File: src/sv/upkf_pkg.sv
// ---------------------------------------------------------------------------
// upkf_pkg
// Shared constants, types and the set hash for the port-knock filter.
// ---------------------------------------------------------------------------
package upkf_pkg;

   localparam int TABLE_DEPTH = 1024;
   localparam int TABLE_WAYS  = 4;
   localparam int KEY_BYTES   = 6;

   localparam logic [15:0] KNOCK_PORT_RESET    = 16'd12345;
   localparam logic [47:0] SECRET_KEY_RESET    = 48'h736563726574;
   localparam logic [7:0]  FAILURE_LIMIT_RESET = 8'd3;

   localparam logic [1:0] CSR_KNOCK_PORT    = 2'd0;
   localparam logic [1:0] CSR_SECRET_KEY    = 2'd1;
   localparam logic [1:0] CSR_FAILURE_LIMIT = 2'd2;

   localparam logic [1:0] EVT_NONE   = 2'd0;
   localparam logic [1:0] EVT_ACCEPT = 2'd1;
   localparam logic [1:0] EVT_FAIL   = 2'd2;

   localparam logic [7:0]  PROTO_UDP     = 8'd17;
   localparam logic [15:0] PAYLOAD_START = 16'd42;
   localparam logic [15:0] MIN_SRC_LEN   = 16'd34;

   // controller -> datapath commands
   typedef struct packed {
      logic clear_start;  // begin clearing sweep
      logic clear_step;   // write entry at clear index
      logic frame_close;  // latch frame summary
      logic lookup;       // issue RAM reads for the next way
      logic way_check;    // inspect returned way data
      logic decide;       // compute verdict and write plan
      logic commit;       // perform table write, load result
   } ctl_cmd_type;

   // datapath -> controller status
   typedef struct packed {
      logic clear_done;
      logic last_way;
   } dp_status_type;

   function automatic logic [31:0] fold_hash(input logic [31:0] a);
      logic [31:0] h;
      h = a ^ (a >> 16);
      h = h ^ (h >> 8);
      return h;
   endfunction

endpackage

File: src/sv/upkf_ctrl.sv
// ---------------------------------------------------------------------------
// upkf_ctrl
// Sequencer: clearing sweep, byte intake, per-way table walk, commit, output.
// ---------------------------------------------------------------------------
module upkf_ctrl (
   input  logic                   clock,
   input  logic                   reset,
   input  logic                   req_valid,
   output logic                   req_ready,
   input  logic                   req_frame_end,
   output logic                   rsp_valid,
   input  logic                   rsp_ready,
   input  upkf_pkg::dp_status_type status,
   output upkf_pkg::ctl_cmd_type  cmd,
   output logic                   byte_take
);

   localparam logic [2:0] ST_CLEAR  = 3'd0;
   localparam logic [2:0] ST_IDLE   = 3'd1;
   localparam logic [2:0] ST_READ   = 3'd2;
   localparam logic [2:0] ST_CHECK  = 3'd3;
   localparam logic [2:0] ST_DECIDE = 3'd4;
   localparam logic [2:0] ST_COMMIT = 3'd5;

   logic [2:0] state_ff, state_in;
   logic       rsp_valid_ff, rsp_valid_in;
   logic       started_ff;

   assign rsp_valid = rsp_valid_ff;
   // a result may wait in the output register while the next frame streams in
   assign req_ready = (state_ff == ST_IDLE) && !(req_frame_end && rsp_valid_ff && !rsp_ready);
   assign byte_take = req_valid && req_ready;

   always_comb begin
      state_in     = state_ff;
      rsp_valid_in = rsp_valid_ff && !rsp_ready;
      cmd          = '0;
      case (state_ff)
         ST_CLEAR: begin
            cmd.clear_start = !started_ff;
            cmd.clear_step  = started_ff;
            if (started_ff && status.clear_done) begin
               state_in = ST_IDLE;
            end
         end
         ST_IDLE: begin
            if (byte_take && req_frame_end) begin
               cmd.frame_close = 1'b1;
               state_in        = ST_READ;
            end
         end
         ST_READ: begin
            cmd.lookup = 1'b1;
            state_in   = ST_CHECK;
         end
         ST_CHECK: begin
            cmd.way_check = 1'b1;
            state_in      = status.last_way ? ST_DECIDE : ST_READ;
         end
         ST_DECIDE: begin
            cmd.decide = 1'b1;
            state_in   = ST_COMMIT;
         end
         ST_COMMIT: begin
            cmd.commit   = 1'b1;
            rsp_valid_in = 1'b1;
            state_in     = ST_IDLE;
         end
         default: state_in = ST_CLEAR;
      endcase
   end

   always_ff @(posedge clock) begin
      if (reset) begin
         state_ff     <= ST_CLEAR;
         rsp_valid_ff <= 1'b0;
         started_ff   <= 1'b0;
      end else begin
         state_ff     <= state_in;
         rsp_valid_ff <= rsp_valid_in;
         started_ff   <= 1'b1;
      end
   end

endmodule

File: config.mk
export PLATFORM = sky130hd
export DESIGN_NAME = upkf_ctrl
export DESIGN_NICKNAME = d
export VERILOG_FILES = /design/src/sv/upkf_pkg.sv /design/src/sv/upkf_ctrl.sv
export SDC_FILE = /design/constraint.sdc
export NUM_CORES = 1
export LEC_CHECK = 0
export ABC_AREA = 1
export BUFFER_PORTS_ARGS = -buffer_cell sky130_fd_sc_hd__buf_4
export CAP_MARGIN = 20
export CORE_AREA = 2 2 39 41
export DETAILED_ROUTE_END_ITERATION = 6
export DIE_AREA = 0 0 41 43
export GPL_ROUTABILITY_DRIVEN = 0
export GPL_TIMING_DRIVEN = 0
export PLACE_DENSITY = 0.58
export SYNTH_ARGS = -nofsm -noshare
export SYNTH_HDL_FRONTEND = slang
export SYNTH_SLANG_ARGS = --single-unit
File: constraint.sdc
create_clock -name clock -period 3.3 [get_ports clock]
set_clock_uncertainty 0.15 [all_clocks]
set_input_delay 0.495 -clock clock [delete_from_list [all_inputs] [get_ports clock]]
set_output_delay 0.495 -clock clock [all_outputs]
set_load 0.02 [all_outputs]
After elaboration in Yosys (flattened, before gate mapping)
Cells that the tools add are included.

Bits in registers: 5. Bits of input ports: 7. Output and inout port bits: 10.

Equality and inequality tests: 7. Mux-type cells: 13. Reductions and logical operators: 12.

Operators with widths (number): 3-bit one-hot mux with 6 select lines (1); 3-bit two-way mux (3); 1-bit two-way mux (8); 1-bit logical AND (7); 3-bit by 2-bit == test with 1-bit output, second input constant (2); 3-bit == test, second input constant (2); 3-bit by 1-bit == test with 1-bit output, second input constant (1); 1-bit zero test (3); 3-bit zero test (1); 2-bit two-way mux (1); 2-bit by 1-bit != test with 1-bit output, second input constant (1); 2-bit != test, second input constant (1); 2-bit AND reduction (1).

Longest topological paths before layout
Depth in word-level cells: 8. Gate-level depth with buffers: 6. Depth with buffers taken out: 6.

Worst setup path before layout
Ideal clock, no wire load.

Path kind: input-to-output. Start: input rsp_ready. End: output cmd[4] in the netlist's numbering. Arrival time: 1.279 ns. Data required time: 2.655 ns. Path slack: 1.376 ns. Stages: 5. Cells stage by stage: inv_1 > nand2_1 > inv_1 > a21oi_2 > and3_1.

RTL lines: from (decl) (RTL line upkf_ctrl.sv:12) `input logic rsp_ready,`; to (decl) (RTL line upkf_ctrl.sv:14) `output upkf_pkg::ctl_cmd_type cmd,`.

==> run metrics <==
top post-synthesis cells by area dfxtp_1 33%, inv_1 7.4%, nor2_1 7.4%; TritonCTS clock tree done; endpoints failing setup 0; Multi-input gate area 170.2 sq um; Critical Path AT 1.27 ns; TNS Setup 0 ns; RR Endpoint state_ff[0]$_SDFFE_PP0P_; Max FO, Critical Path 6; register area 100.1 sq um; Die H 43 um; Area after DPL 444.2 sq um; Clock Tree Root clkbuf_4; number of I/O pins 17; via count of the routed design 322; post-layout min period 1.915 ns; flop-to-flop setup slack 2.08 ns; Die W 41 um; H-tree levels 1; maximum buffer depth of the clock tree 2; warnings from Yosys 0; drt drc 0; WHS Path Cells 2; nets 68; max-capacitance violation count 0; final setup margin 1.385 ns; initial antenna violation count 0; via/cell ratio 4.237; critical hold path startpoint reset; DP HPWL 538.8 um; Final Instance Area 470.5 sq um; Filler Cell Count 149; worst hold path class input pin to flop; fin crit share 0.5804; first-pass GRT wire length 1124 um; Netlist cell types 17; largest net degree at the start of global routing 7; fmax 522.1 MHz; worst setup path class flop to output port; reg2reg start state_ff[1]$_SDFFE_PP0P_; CP required 2.65 ns; Least-Margin Pin Slew 0.2159 ns; Hold Violations, Final 0; pre-CTS setup slack 1.432 ns; clock buffer count from CTS 3; largest area contributor in the netlist dfxtp_1; antenna-violating nets left 0; syn_area_per_cell 7.601 sq um; Mapped Area 304.0 sq um; GRT Util Overall 0.09428; Seq/Total Area, Yosys 0.3292; post-synthesis net count 47; clock sink count 5; Critical Path Sink Type output port; type of origin of the critical path flop; Core Footprint 0.001384 sq mm; DRT Wirelength 638 um; row count 14; dpl cells 72; # port buffers 16; R2R depth 6; post-route insts no fill 76; RSZ-0062 raised after global routing false; layout cells sized above 1 0.5000; hold path endpoint state_ff[2]$_SDFFE_PP0P_; top-area cell type share of the netlist area 0.3292; Clock transition at path regs 0.04 ns; post-CTS setup buffers 0; Max transition margin 0.8553; hold-fix buffers at CTS 0; Cell Pwr Density 443.7 mW/mm^2; status finished clean; Area Overhead vs Synth 54.73%; Lkg Pwr 0.2344 nW; Yosys reg bits 5; Clock Latency Late Sink 0.24 ns; gr ovfl total 0; Die ar. 0.001763 sq mm; initial core utilization 0.2197; drt wl/cell 8.395 um; first-pass detailed-route iteration total 2; vias in the first global route 294; Resize count post-CTS 0; Max Slew Vio Count 0; Max IR drop VDD 0.1791 mV; synthesized netlist cell count 40; Iter 0 DRT Violations 2; Antenna Cells 0
==> state kept, by name (all words and copies together), names as in the netlist <==
signal      count
state_ff        3
rsp_valid       1
started_ff      1
==> area by class of cell <==
cell class,instances,share of cell area
Timing Repair Buffer,16,0.2553
Sequential cell,5,0.2128
Tap cell,16,0.04255
Inverter,9,0.07181
Clock buffer,4,0.05585
Multi-Input combinational cell,26,0.3617
==> metrics by stage <==
step / hold WS (ns) / utilization / power [mW]
2_1_floorplan: 0.4074 / - / 0.1152
3_3_place_gp: 0.4660 / 0.3210 / 0.1422
3_5_place_dp: 0.4687 / 0.3210 / 0.1422
4_1_cts: 0.2698 / 0.3400 / 0.2131
5_1_grt: 0.2699 / 0.3400 / 0.2260
6_report: 0.2788 / 0.3400 / 0.2087
==> how the worst max path moves through the flow <==
| stage | start | cells past startpoint | end | slack [ns] |
|---|---|---|---|---|
| final | state_ff[2]$_SDFFE_PP0P_ | 5 | cmd[4] | 1.38 |
| after global placement | rsp_ready | 7 | cmd[4] | 1.43 |
| after detailed placement | rsp_ready | 7 | cmd[4] | 1.43 |
| after global routing | state_ff[2]$_SDFFE_PP0P_ | 5 | cmd[4] | 1.28 |
| after floorplan | rsp_ready | 5 | cmd[4] | 1.38 |
| after CTS | state_ff[2]$_SDFFE_PP0P_ | 5 | cmd[4] | 1.37 |
==> cell families (layout without fill, tap and decap cells) <==
group / after synthesis / after routing / share of synthesized area
AOI/OAI and AO/OA: 6 / 6 / 0.1852
buffers and inverters: 9 / 29 / 0.1111
DFF: 5 / 5 / 0.3292
and+or+nand+nor: 20 / 20 / 0.3745
==> worst max-delay path, cell delays in order (launching register included) <==
cell	delay, ns
dfxtp_1	0.36
inv_2	0.11
nand3_2	0.12
a21oi_2	0.15
and3_1	0.16
buf_4	0.13
==> routing by layer <==
metal / up-vias / share of wire / wire length, um / global-route usage
met5: - / 0 / 0 / 0
met4: 0 / 0 / 0 / 0.06000
met3: 0 / 0.061 / 39 / 0.03141
met2: 10 / 0.51 / 325 / 0.1344
met1: 144 / 0.43 / 274 / 0.1154
li1: 168 / - / - / -
==> synthesized netlist by cell type <==
| master | count |
|---|---|
| a21oi_2 | 2 |
| nand3_2 | 1 |
| nor3_1 | 1 |
| nor2_1 | 6 |
| dfxtp_1 | 5 |
| and3_1 | 1 |
| nand4_1 | 1 |
| inv_2 | 3 |
| a21oi_1 | 2 |
| a31oi_4 | 1 |
| inv_1 | 6 |
| and2_2 | 1 |
| nand3_1 | 1 |
| nor3b_2 | 1 |
| nor3_2 | 2 |
| o21a_1 | 1 |
| nand2_1 | 5 |
==> power breakdown <==
group	internal, mW	switching [mW]	total (mW)
Sequential	0.0648	0.00478	0.0696
Clock	0.0455	0.0225	0.0680
Combinational	0.0307	0.0404	0.0711
==> placed cells by master, fill, tap and decap left out <==
cell and instances:
dfxtp_1 5, nor3_1 1, buf_4 16, nand4_1 1
nor3_2 2, inv_1 6, a21oi_1 2, nand2_1 5
and3_1 1, nor2_1 6, and2_2 1, inv_2 3
clkbuf_1 1, a21oi_2 2, nor3b_2 1, a31oi_4 1
clkbuf_4 3, o21a_1 1, nand3_2 1, nand3_1 1
Power figures use the tool's default switching activity.
